<file path="config.mk">
export PLATFORM = sky130hd
export DESIGN_NAME = sensor_to_servo_pulse_mapper_unit
export DESIGN_NICKNAME = d
export VERILOG_FILES = /design/src/rtl/sspm_pkg.sv /design/src/rtl/sspm_waist.sv /design/src/rtl/sspm_flex_angle.sv /design/src/rtl/sspm_tilt_angle.sv /design/src/rtl/sspm_pulse.sv /design/src/rtl/sensor_to_servo_pulse_mapper_unit.sv
export SDC_FILE = /design/constraint.sdc
export NUM_CORES = 1
export LEC_CHECK = 0
export BUFFER_PORTS_ARGS = -buffer_cell sky130_fd_sc_hd__buf_2
export CAP_MARGIN = 30
export CORE_UTILIZATION = 30
export DETAILED_ROUTE_END_ITERATION = 10
export PLACE_DENSITY = 0.52
export SETUP_SLACK_MARGIN = 0.3
export SYNTH_ARGS = -nofsm -noshare
export SYNTH_HDL_FRONTEND = slang
export SYNTH_SLANG_ARGS = --single-unit
</file>
<file path="constraint.sdc">
create_clock -name clk_i -period 18.61 [get_ports clk_i]
set_clock_uncertainty 0.05 [all_clocks]
set_input_delay 0.9305 -clock clk_i [delete_from_list [all_inputs] [get_ports clk_i]]
set_output_delay 0.9305 -clock clk_i [all_outputs]
set_load 0.005 [all_outputs]
</file>
<file path="src/rtl/sspm_pkg.sv">
package sspm_pkg;

  // Height switch codes
  localparam logic [1:0] SwIdle = 2'd0;
  localparam logic [1:0] SwUp   = 2'd1;
  localparam logic [1:0] SwDown = 2'd2;

  localparam int AngleLimit = 90;
  localparam int FlexFull   = 4095;
  localparam int PulseMid   = 1500;
  localparam int PulseMin   = 500;
  localparam int PulseMax   = 2500;

  // 52429 / 2^18 is 1/5 to within the exact range of a 14-bit dividend
  localparam int TiltRecip  = 52429;
  localparam int TiltShift  = 18;
  // 1000/90 = 100/9, and 364100 / 2^15 is 100/9 rounded up, exact for 8-bit magnitudes
  localparam int PulseRecip = 364100;
  localparam int PulseShift = 15;

  typedef struct packed {
    logic [1:0]         height_switch;
    logic [11:0]        flex_one;
    logic [11:0]        flex_two;
    logic [11:0]        flex_three;
    logic signed [15:0] roll_value;
    logic signed [15:0] pitch_value;
  } in_t;

  typedef struct packed {
    logic signed [7:0] waist_angle;
    logic signed [7:0] shoulder_angle;
    logic signed [7:0] elbow_angle;
    logic signed [7:0] roll_angle;
    logic signed [7:0] pitch_angle;
    logic signed [7:0] grip_angle;
    logic [11:0]       waist_pulse;
    logic [11:0]       shoulder_pulse;
    logic [11:0]       elbow_pulse;
    logic [11:0]       roll_pulse;
    logic [11:0]       pitch_pulse;
    logic [11:0]       grip_pulse;
  } out_t;

endpackage

</file>
<file path="src/rtl/sspm_waist.sv">
module sspm_waist (
  input  logic              clk_i,
  input  logic              rst_ni,
  input  logic              step_i,
  input  logic [1:0]        switch_i,
  output logic signed [7:0] position_o
);

  logic signed [7:0] position_q, position_d;

  always_comb begin
    position_d = position_q;
    if (step_i) begin
      if (switch_i == sspm_pkg::SwUp) begin
        if (position_q < 8'(sspm_pkg::AngleLimit)) position_d = position_q + 8'sd1;
      end else if (switch_i == sspm_pkg::SwDown) begin
        if (position_q > -8'(sspm_pkg::AngleLimit)) position_d = position_q - 8'sd1;
      end
    end
  end

  always_ff @(posedge clk_i or negedge rst_ni) begin
    if (!rst_ni) begin
      position_q <= '0;
    end else begin
      position_q <= position_d;
    end
  end

  assign position_o = position_q;

endmodule

</file>
<file path="src/rtl/sspm_flex_angle.sv">
module sspm_flex_angle (
  input  logic [11:0]       flex_i,
  output logic signed [7:0] angle_o
);

  logic [18:0] scaled;
  logic [6:0]  quot_est;
  logic [12:0] rem;
  logic [6:0]  quot;

  always_comb begin
    scaled   = 19'(flex_i) * 19'(sspm_pkg::AngleLimit);
    // x/4096 undershoots x/4095 by at most one; the remainder tells
    quot_est = scaled[18:12];
    rem      = 13'(scaled[11:0]) + 13'(quot_est);
    quot     = (rem >= 13'(sspm_pkg::FlexFull)) ? quot_est + 7'd1 : quot_est;
    if (quot > 7'(sspm_pkg::AngleLimit)) quot = 7'(sspm_pkg::AngleLimit);
    angle_o  = $signed({1'b0, quot});
  end

endmodule

</file>
<file path="src/rtl/sspm_tilt_angle.sv">
module sspm_tilt_angle (
  input  logic signed [15:0] value_i,
  output logic signed [7:0]  angle_o
);

  logic [16:0] wide;
  logic [16:0] mag;
  logic [14:0] quarter;
  logic [30:0] prod;
  logic [12:0] quot;
  logic [6:0]  sat;

  always_comb begin
    // divide the magnitude so the quotient truncates toward zero
    wide    = {value_i[15], value_i};
    mag     = value_i[15] ? 17'(-wide) : wide;
    quarter = mag[16:2];
    prod    = 31'(quarter) * 31'(sspm_pkg::TiltRecip);
    quot    = prod[30:sspm_pkg::TiltShift];
    sat     = (quot > 13'(sspm_pkg::AngleLimit)) ? 7'(sspm_pkg::AngleLimit) : quot[6:0];
    angle_o = value_i[15] ? -$signed({1'b0, sat}) : $signed({1'b0, sat});
  end

endmodule

</file>
<file path="src/rtl/sspm_pulse.sv">
module sspm_pulse (
  input  logic signed [7:0] angle_i,
  output logic [11:0]       pulse_o
);

  logic [7:0]  mag;
  logic [26:0] prod;
  logic [11:0] offset;
  logic [11:0] raw;

  always_comb begin
    mag    = angle_i[7] ? 8'(-angle_i) : 8'(angle_i);
    prod   = 27'(mag) * 27'(sspm_pkg::PulseRecip);
    offset = prod[26:sspm_pkg::PulseShift];
    raw    = angle_i[7] ? 12'(sspm_pkg::PulseMid) - offset
                        : 12'(sspm_pkg::PulseMid) + offset;
    if (raw < 12'(sspm_pkg::PulseMin)) begin
      pulse_o = 12'(sspm_pkg::PulseMin);
    end else if (raw > 12'(sspm_pkg::PulseMax)) begin
      pulse_o = 12'(sspm_pkg::PulseMax);
    end else begin
      pulse_o = raw;
    end
  end

endmodule

</file>
<file path="src/rtl/sensor_to_servo_pulse_mapper_unit.sv">
// Channel   Direction  Handshake                   Payload
// input     in         in_valid_i / in_stall_o     in_data_i  (sspm_pkg::in_t)
// output    out        out_valid_o / out_stall_i   out_data_o (sspm_pkg::out_t)
//
// Input stage (item fields plus waist) and result register. A transfer moves
// through the input stage into the result register; one transfer per cycle while
// the output does not stall; the single angle and pulse pass between the stages sets
// the clock period. Reset clears both valid flags and sets the waist to zero.
// An output stall holds the result; the input stage still fills, so the
// input stalls only when both stages are full and the output is stalled.
module sensor_to_servo_pulse_mapper_unit (
  input  logic           clk_i,
  input  logic           rst_ni,
  input  logic           in_valid_i,
  output logic           in_stall_o,
  input  sspm_pkg::in_t  in_data_i,
  output logic           out_valid_o,
  input  logic           out_stall_i,
  output sspm_pkg::out_t out_data_o
);

  // Input stage
  logic          s1_valid_q, s1_valid_d;
  sspm_pkg::in_t s1_data_q;
  // Result stage
  logic           s2_valid_q, s2_valid_d;
  sspm_pkg::out_t s2_data_q, s2_data_d;

  logic in_take;
  logic s2_load;
  logic s1_free;

  logic signed [7:0] waist_cur;

  // Advance the input stage whenever the result register is empty or drains
  assign s2_load    = s1_valid_q && (!s2_valid_q || !out_stall_i);
  assign s1_free    = !s1_valid_q || s2_load;
  assign in_stall_o = !s1_free;
  assign in_take    = in_valid_i && s1_free;

  // Waist steps on each accepted transfer, so it always belongs to the
  // item held in the input stage
  sspm_waist u_waist (
    .clk_i      (clk_i),
    .rst_ni     (rst_ni),
    .step_i     (in_take),
    .switch_i   (in_data_i.height_switch),
    .position_o (waist_cur)
  );

  // Angles
  sspm_flex_angle u_shoulder_angle (
    .flex_i  (s1_data_q.flex_three),
    .angle_o (s2_data_d.shoulder_angle)
  );

  sspm_flex_angle u_elbow_angle (
    .flex_i  (s1_data_q.flex_two),
    .angle_o (s2_data_d.elbow_angle)
  );

  sspm_flex_angle u_grip_angle (
    .flex_i  (s1_data_q.flex_one),
    .angle_o (s2_data_d.grip_angle)
  );

  sspm_tilt_angle u_roll_angle (
    .value_i (s1_data_q.roll_value),
    .angle_o (s2_data_d.roll_angle)
  );

  sspm_tilt_angle u_pitch_angle (
    .value_i (s1_data_q.pitch_value),
    .angle_o (s2_data_d.pitch_angle)
  );

  assign s2_data_d.waist_angle = waist_cur;

  // Pulse widths
  sspm_pulse u_waist_pulse (
    .angle_i (s2_data_d.waist_angle),
    .pulse_o (s2_data_d.waist_pulse)
  );

  sspm_pulse u_shoulder_pulse (
    .angle_i (s2_data_d.shoulder_angle),
    .pulse_o (s2_data_d.shoulder_pulse)
  );

  sspm_pulse u_elbow_pulse (
    .angle_i (s2_data_d.elbow_angle),
    .pulse_o (s2_data_d.elbow_pulse)
  );

  sspm_pulse u_roll_pulse (
    .angle_i (s2_data_d.roll_angle),
    .pulse_o (s2_data_d.roll_pulse)
  );

  sspm_pulse u_pitch_pulse (
    .angle_i (s2_data_d.pitch_angle),
    .pulse_o (s2_data_d.pitch_pulse)
  );

  sspm_pulse u_grip_pulse (
    .angle_i (s2_data_d.grip_angle),
    .pulse_o (s2_data_d.grip_pulse)
  );

  // Valid flags: fill on load, drop when the transfer leaves
  always_comb begin
    s1_valid_d = s1_valid_q;
    if (in_take) begin
      s1_valid_d = 1'b1;
    end else if (s2_load) begin
      s1_valid_d = 1'b0;
    end

    s2_valid_d = s2_valid_q;
    if (s2_load) begin
      s2_valid_d = 1'b1;
    end else if (!out_stall_i) begin
      s2_valid_d = 1'b0;
    end
  end

  always_ff @(posedge clk_i or negedge rst_ni) begin
    if (!rst_ni) begin
      s1_valid_q <= 1'b0;
      s2_valid_q <= 1'b0;
    end else begin
      s1_valid_q <= s1_valid_d;
      s2_valid_q <= s2_valid_d;
    end
  end

  // Payload registers: load on transfer, hold otherwise
  always_ff @(posedge clk_i) begin
    if (in_take) begin
      s1_data_q <= in_data_i;
    end
    if (s2_load) begin
      s2_data_q <= s2_data_d;
    end
  end

  assign out_valid_o = s2_valid_q;
  assign out_data_o  = s2_data_q;

endmodule
</file>
After elaboration in Yosys (flattened, before gate mapping)
Index checks and enable logic that the tools add are counted.
Storage, ports and cells
  flip-flop bits (word level): 195
  bits of input ports: 74
  output and inout port bits: 122
  word-level logic and storage cells: 137
Operators by class
  add/subtract/negate cells: 24
  multipliers: 11
  $lt $le $gt $ge: 22
  equality and inequality tests: 4
  mux-type cells: 32
  reductions and logical operators: 18
Operator list (number)
  2-to-1 mux 12 bit: 9
  multiplier 8 x 17 -> 25 bit (second input constant): 3
  adder 11 x 12 -> 12 bit (first input constant): 6
  > comparator 12 bit (second input constant): 6
  less-than comparator 12 x 9 -> 1 bit (second input constant): 6
  multiplier 7 x 17 -> 24 bit (second input constant): 3
  2-to-1 mux 8 bit: 9
  multiplier 15 x 16 -> 31 bit (second input constant): 2
  2-to-1 mux 7 bit: 8
  multiplier 12 x 6 -> 18 bit (second input constant): 3
  adder 12 x 7 -> 13 bit: 3
  greater-or-equal comparator 13 x 12 -> 1 bit (second input constant): 3
  subtractor 11 x 12 -> 12 bit (first input constant): 3
  2-to-1 mux 17 bit: 2
  negation 17 bit: 2
  > comparator 13 x 7 -> 1 bit (second input constant): 2
  negation 8 bit: 3
  adder 7 x 1 -> 7 bit (second input constant): 3
  > comparator 7 bit (second input constant): 3
  negation 7 -> 8 bit: 2
  OR reduction 2 bit: 6
  adder 8 x 2 -> 8 bit (second input constant): 1
  > comparator 8 bit (second input constant): 1
  less-than comparator 8 bit (second input constant): 1
  11 further kinds: 21

Longest topological paths before layout
Gate-level depths: netlist (run 1).
  depth after elaboration: 14
  mapped depth: 68
  depth with buffers taken out: 65

Cells and area by module
Synthesis (run 1) repeated with hierarchy kept, for this count alone.
Unflattened totals
  cell total of the unflattened synthesis: 4577
  area, all modules: 41275.8 um^2
Modules (own cells, without submodules)
  sspm_pulse at u_elbow_pulse ...: instances 3, cells an instance 400, area each 3161.8 um^2
  sspm_flex_angle: instances 3, cells an instance 279, area each 2220.9 um^2
  sensor_to_servo_pulse_mapper_unit: instances 1, cells an instance 196, area each 5738.0 um^2
  sspm_tilt_angle at u_pitch_angle: instances 1, cells an instance 536, area each 4653.2 um^2
  sspm_tilt_angle at u_roll_angle: instances 1, cells an instance 521, area each 4621.9 um^2
  sspm_pulse at u_grip_pulse: instances 1, cells an instance 444, area each 3429.5 um^2
  sspm_pulse at u_waist_pulse: instances 1, cells an instance 407, area each 3114.2 um^2
  sspm_pulse at u_shoulder_pulse: instances 1, cells an instance 373, area each 2925.3 um^2
  sspm_waist: instances 1, cells an instance 63, area each 645.6 um^2

Worst setup path after synthesis (run 1)
No wires, ideal clock.
  kind: register to register
  start: register s1_data_q[18] (netlist bit)
  end: register s2_data_q, in the netlist out_data_o[26], data pin
  setup time: 0.267 ns
  arrival: 15.811 ns
  setup slack: 2.482 ns
  cell stages (with the launch flop): 58
  clock period less this slack: 16.128 ns
  cell sequence: edfxtp_1 > or3_1 > or3_1 > or4_1 > or4_1 > or4_1 > or3_1 > ha_1 > inv_1 > fa_1 > inv_1 > fa_1 > fa_1 > inv_1 > fa_1 > fa_1 > ha_1 > nand4_1 > [... 22 more ...] > fa_1 > fa_1 > inv_1 > ha_1 > a21oi_1 > o21ai_0 > a21o_1 > a221o_1 > a221oi_1 > a21boi_1 > xnor2_1 > nand3_1 > a222oi_1 > xnor2_1 > a21boi_1 > o21ai_0 > mux2i_1 > nand2_1
RTL lines
  start, declared: line sensor_to_servo_pulse_mapper_unit.sv:24  | sspm_pkg::in_t s1_data_q;
  start signal, assigned: line sensor_to_servo_pulse_mapper_unit.sv:140  | s1_data_q <= in_data_i;
  end signal, assigned: line sensor_to_servo_pulse_mapper_unit.sv:143  | s2_data_q <= s2_data_d;
  end, declared: line sensor_to_servo_pulse_mapper_unit.sv:27  | sspm_pkg::out_t s2_data_q, s2_data_d;

==> metrics.md, run 1 <==
| Metric | Value |
|---|---|
| Final #Nets | 5100 |
| Critical path fanouts, max | 8 |
| Top post-synthesis cells by area | ha_1, fa_1, edfxtp_1 |
| Die Y-Extent | 346 µm |
| DP HPWL | 70.5 mm |
| Worst-path clk slew | 0.10 ns |
| Top-count cell post-synth | ha_1 |
| Overall via count from detail_route | 27000 |
| Vias per inst | 4.83 |
| Final ANT Viol Nets | 0 |
| GP Congestion | 0.878 |
| Largest area contributor in the netlist | ha_1 |
| Ys Warns | 0 |
| Final WL | 83.5 mm |
| Die ar. | 119000 µm² |
| Period utilization | 0.927 |
| Initial Util | 0.304 |
| Minimum clock period | 17.25 ns |
| Clock Path Buffers | 2 |
| Synthesized area | 35400 µm² |
| Drt drc | 0 |
| #FFs+latches synth | 195 |
| Gr ovfl total | 0 |
| First-pass GRT wire length | 139 mm |
| CTS tree | done |
| CP max stage delay | 0.55 ns |
| Max_slew headroom | 0.362 |
| DIE WIDTH | 346 µm |
| Most common cell on crit path | fa_1 |
| Final Hold Viols | 0 |
| Worst min path class | primary input to async pin |
| Vias in the first global route | 27100 |
| RSZ-0062 raised after global routing | no |
| Root buf cell | clkbuf_16 |
| EDFF count, synth | 185 |
| I/O Buffers | 192 |
| DR WL/cell | 15.0 µm |
| Share of layout cells above drive strength 1 | 0.0831 |
| Status | complete, no violations |
| Worst Max-Slew Pin Slew | 0.951 ns |
| Synth top area share | 0.249 |
| CTS Sinks | 195 |
| Commonest cells post-synth | ha_1, inv_1, fa_1, nand2_1, edfxtp_1 |
| Initial antenna violation count | 11 |
| Setup violators final | 0 |
| MaxCap Viol Count | 0 |
| Worst-Skew Late Latency | 0.54 ns |
| Setup TNS Final | 0 ns |
| Startpoint Class | register |
| Num CTS Buffers | 17 |
| Global-route total usage across every layer | 0.143 |
| Largest net degree at the start of global routing | 67 |
| Yosys cell types | 104 |
| Core box area | 117000 µm² |
| Post-synth top flop | edfxtp_1 |
| Crit path DAT | 17.49 ns |
| Worst setup EP type | register |
| Layout Area Growth over Synthesis | 10.1% |
| Max Transition Viols Final | 0 |
| Io pins | 196 |
| DRT Pass-1 Iters | 5 |
| FFs w/ async S/R, synth | 0.0513 |
| Critical path's slowest cell | fa_1 |
| Cell count after synthesis | 3847 |
| Row count | 125 |
| DRT iter0 DRCs | 1343 |
| Worst EP required | 18.85 ns |
| Seq/Total Area, Yosys | 0.164 |
| Mean Syn Cell Area | 9.21 µm² |
| Achievable Freq | 58.0 MHz |
| CTS H-Tree Depth | 4 |
| WS Path Type | register to register |
-- final timing paths --
check | end | startpoint | cells past startpoint | slack (ns)
max | out_data_o[27]$_SDFFCE_PP0P_ | s1_data_q[18]$_DFFE_PP_ | 60 | 1.36
min | u_waist.position_o[1]$_DFFE_PN0P_ | rst_ni | 1 | 0.19
max reg2reg | out_data_o[27]$_SDFFCE_PP0P_ | s1_data_q[18]$_DFFE_PP_ | 60 | 1.36
min reg2reg | out_valid_o$_DFFE_PN0P_ | s1_valid_q$_DFFE_PN0P_ | 1 | 0.46
max in group asynchronous | u_waist.position_o[5]$_DFFE_PN0P_ | rst_ni | 1 | 18.11
min in group clk_i | out_valid_o$_DFFE_PN0P_ | s1_valid_q$_DFFE_PN0P_ | 1 | 0.46
-- sequential cells by signal, summed over array words and instances (netlist names) --
register	cells
out_valid_o	1
u_waist.position_o	8
s1_valid_q	1
s1_data_q	68
out_data_o	117
-- layout by cell type, fill, tap and decap left out, types with 26 or more instances in the layout --
master,instances
ha_1,704
o211ai_1,27
a21o_1,88
o31ai_1,32
xnor2_1,170
nand3_1,78
nor2_1,145
nand2b_1,48
nor2b_1,42
buf_2,192
nand2_1,207
or2_2,28
a31oi_1,40
and3_1,42
and2_1,44
a211oi_1,30
fa_1,281
or3_1,36
o21ai_0,122
o21a_1,31
o21bai_1,26
inv_1,701
xor2_1,82
edfxtp_1,185
nor3_1,64
a21oi_1,182
-- area by class of cell --
class	instances	area [µm²]
well taps	1524	1910
inverters	706	2650
repair buffers	212	1130
clock inverters	12	155
fillers	12200	77700
diodes	1	2.50
clock buffers	20	468
flip-flops and latches	195	5810
multi-input cells	2909	26900
-- metrics by stage --
step            util  setup WS, ns  hold slack (ns)  instances  cell area [µm²]
2_1_floorplan      -          2.48            0.393       3869            35500
3_3_place_gp   0.328         0.820            0.440       5540            38200
3_5_place_dp   0.328         0.505            0.423       5541            38200
4_1_cts        0.333         0.460            0.130       5573            38900
5_1_grt        0.334         0.288            0.162       5578            39000
6_report       0.334          1.36            0.186       5579            39000
-- cell families after synthesis --
| kind of cell | count (synthesis) | synth area share |
|---|---|---|
| fa+ha+maj | 985 | 0.408 |
| simple gates | 851 | 0.125 |
| compound gates | 766 | 0.149 |
| buf+inv | 765 | 0.0820 |
| xor+xnor | 258 | 0.0647 |
| flops | 195 | 0.164 |
| mux | 25 | 0.00745 |
| other cells | 2 | 0.000212 |
-- what timing repair did --
| item | in CTS | in global routing |
|---|---|---|
| gates resized for setup | 0 | 10 |
| hold buffers | 0 | 0 |
| buffers inserted | 0 | 4 |
| setup endpoints to repair | 0 | 12 |
-- per-layer routing --
metal | wire length, µm | part of all wire | global-route usage | vias to the layer above
met5 | 10 | 0.00012 | 0 | -
met4 | 1170 | 0.014 | 0.0357 | 2
met3 | 2490 | 0.030 | 0.0211 | 61
met2 | 38700 | 0.46 | 0.240 | 364
met1 | 41100 | 0.49 | 0.192 | 12800
li1 | - | - | - | 13700
-- critical path: cells and delay by family (launching register included) --
kind	cells	cell delay, ns
flip-flops	1	0.43
multiplexers	1	0.06
AND/OR/NAND/NOR	18	4.58
AO/OA/AOI/OAI	15	4.22
adder cells (fa/ha/maj)	14	5.98
XOR/XNOR	3	0.57
buffers and inverters	9	1.11
Power of run 1 is left out: the tool's default activity adds up to more than one toggle a clock period on the data nets, which glitch-free logic cannot reach.
==> inputs of run 2 (changes only) <==
- CORE_UTILIZATION: 30 -> 45
- PLACE_DENSITY: 0.52 -> 0.69
==> metrics.md, run 2 (synthesis results as in run 1) <==
| Metric | Value |
|---|---|
| Worst Setup Slack, final | 1.44 ns |
| Setup violators final | 0 |
| Layout Area Growth over Synthesis | 8.09% |
| Initial Util | 0.456 |
| CP max stage delay | 0.55 ns |
| Status | complete, no violations |
| Die ar. | 79800 µm² |
| Max_slew headroom | 0.329 |
| CTS tree | done |
| DRT iter0 DRCs | 1141 |
| Critical path fanouts, max | 8 |
| Final ANT Viol Nets | 0 |
| Most common cell on crit path | fa_1 |
| CTS H-Tree Depth | 4 |
| Startpoint Class | register |
| Die Y-Extent | 283 µm |
| Share of layout cells above drive strength 1 | 0.0813 |
| Worst EP required | 18.83 ns |
| Root buf cell | clkbuf_16 |
| Post-route non-filler standard cell count | 5090 |
| Most frequent cells in the layout | ha_1, inv_1, fa_1, nand2_1, buf_2 |
| Worst-Skew Late Latency | 0.52 ns |
| DP HPWL | 65.5 mm |
| Worst min path class | primary input to async pin |
| Final core utilization | 0.493 |
| Vias per inst | 5.32 |
| Minimum clock period | 17.17 ns |
| CTS Sinks | 195 |
| DR WL/cell | 15.2 µm |
| Critical path's slowest cell | fa_1 |
| Row count | 102 |
| FF-to-FF End | out_data_o[25]$_SDFFCE_PP0P_ |
| Overall via count from detail_route | 27100 |
| Hold-fix buffers, CTS | 0 |
| Achievable Freq | 58.3 MHz |
| Gr ovfl total | 0 |
| Io pins | 196 |
| R2r setup slk | 1.44 ns |
| Crit path capture | out_data_o[25]$_SDFFCE_PP0P_ |
| Placed cell count | 5052 |
| Worst slack at placement | 0.774 ns |
| Final Hold Viols | 0 |
| CP startpoint | s1_data_q[18]$_DFFE_PP_ |
| Worst setup EP type | register |
| Setup TNS Final | 0 ns |
| Reg2Reg Depth | 61 |
| Core box area | 77700 µm² |
| Initial antenna violation count | 11 |
| Commonest non-fill, non-tap cell in the layout | ha_1 |
| Period utilization | 0.922 |
| Num CTS Buffers | 17 |
| DIE WIDTH | 283 µm |
| Worst Max-Slew Pin Slew | 0.999 ns |
| Crit Reg-Reg Startpoint | s1_data_q[18]$_DFFE_PP_ |
| RSZ-0062 raised after global routing | no |
| Global-route total usage across every layer | 0.200 |
| MaxCap Viol Count | 0 |
| GP Congestion | 0.893 |
| WS Path Type | register to register |
| Largest net degree at the start of global routing | 70 |
| Largest register FFs | 117 |
| Max Transition Viols Final | 0 |
| First-pass GRT wire length | 130 mm |
| I/O Buffers | 192 |
| DRT Pass-1 Iters | 5 |
| Crit path DAT | 17.39 ns |
| Clock Path Buffers | 2 |
| Vias in the first global route | 27100 |
| Worst-path clk slew | 0.09 ns |
| Final WL | 77.5 mm |
| Final #Nets | 5093 |
| Drt drc | 0 |
## run 2: cell count changes in the layout (fill, tap and decap cells not counted), sizes merged, moves of 2 or more
cell / previous run / this run
inv: 711 / 713
diode: 1 / 3
clkinv: 7 / 5
clkbuf: 20 / 18
buf: 212 / 205
## run 2: cell type report
class | count | area [µm²]
diodes | 3 | 7.51
clock inverters | 14 | 164
multi-input cells | 2909 | 26900
inverters | 706 | 2650
fillers | 7308 | 39400
clock buffers | 18 | 429
well taps | 1040 | 1300
flip-flops and latches | 195 | 5810
repair buffers | 205 | 1070
## run 2: stage by stage
| step | cell area (µm²) | hold slack [ns] |
|---|---|---|
| after floorplan | 35500 | 0.393 |
| after CTS | 38200 | 0.183 |
| after global placement | 37600 | 0.418 |
| after global routing | 38300 | 0.214 |
| final | 38300 | 0.213 |
| after detailed placement | 37600 | 0.421 |
## run 2: timing repair
| item | in CTS | in global routing |
|---|---|---|
| setup buffers | 0 | 2 |
| gates resized for setup | 0 | 8 |
| setup endpoints to repair | 0 | 11 |
## run 2: routing by layer
| metal | up-vias | part of all wire | GRT usage | wire length (µm) |
|---|---|---|---|---|
| li1 | 13700 | - | - | - |
| met1 | 12800 | 0.46 | 0.257 | 35800 |
| met2 | 404 | 0.49 | 0.352 | 37700 |
| met3 | 95 | 0.031 | 0.0259 | 2380 |
| met4 | 6 | 0.021 | 0.0538 | 1590 |
| met5 | - | 0.00048 | 0 | 37 |
## run 2: critical path, delay by kind of cell, from the launching register on
kind,cells,cell delay [ns]
muxes,1,0.06
AOI/OAI and AO/OA,16,4.35
DFF,1,0.43
and+or+nand+nor,18,4.57
adders and majority gates,14,5.71
buffers and inverters,8,0.96
xor gates and xnor gates,4,0.76
## run 2: worst min path at each step
stage	cells after the start	slack, ns	to	startpoint
after detailed placement	1	0.42	out_valid_o$_DFFE_PN0P_	s1_valid_q$_DFFE_PN0P_
final	1	0.21	u_waist.position_o[3]$_DFFE_PN0P_	rst_ni
after floorplan	1	0.39	out_valid_o$_DFFE_PN0P_	s1_valid_q$_DFFE_PN0P_
after CTS	1	0.18	u_waist.position_o[3]$_DFFE_PN0P_	rst_ni
after global routing	1	0.21	u_waist.position_o[3]$_DFFE_PN0P_	rst_ni
after global placement	1	0.42	out_valid_o$_DFFE_PN0P_	s1_valid_q$_DFFE_PN0P_
Power of run 2 is left out for the same reason.
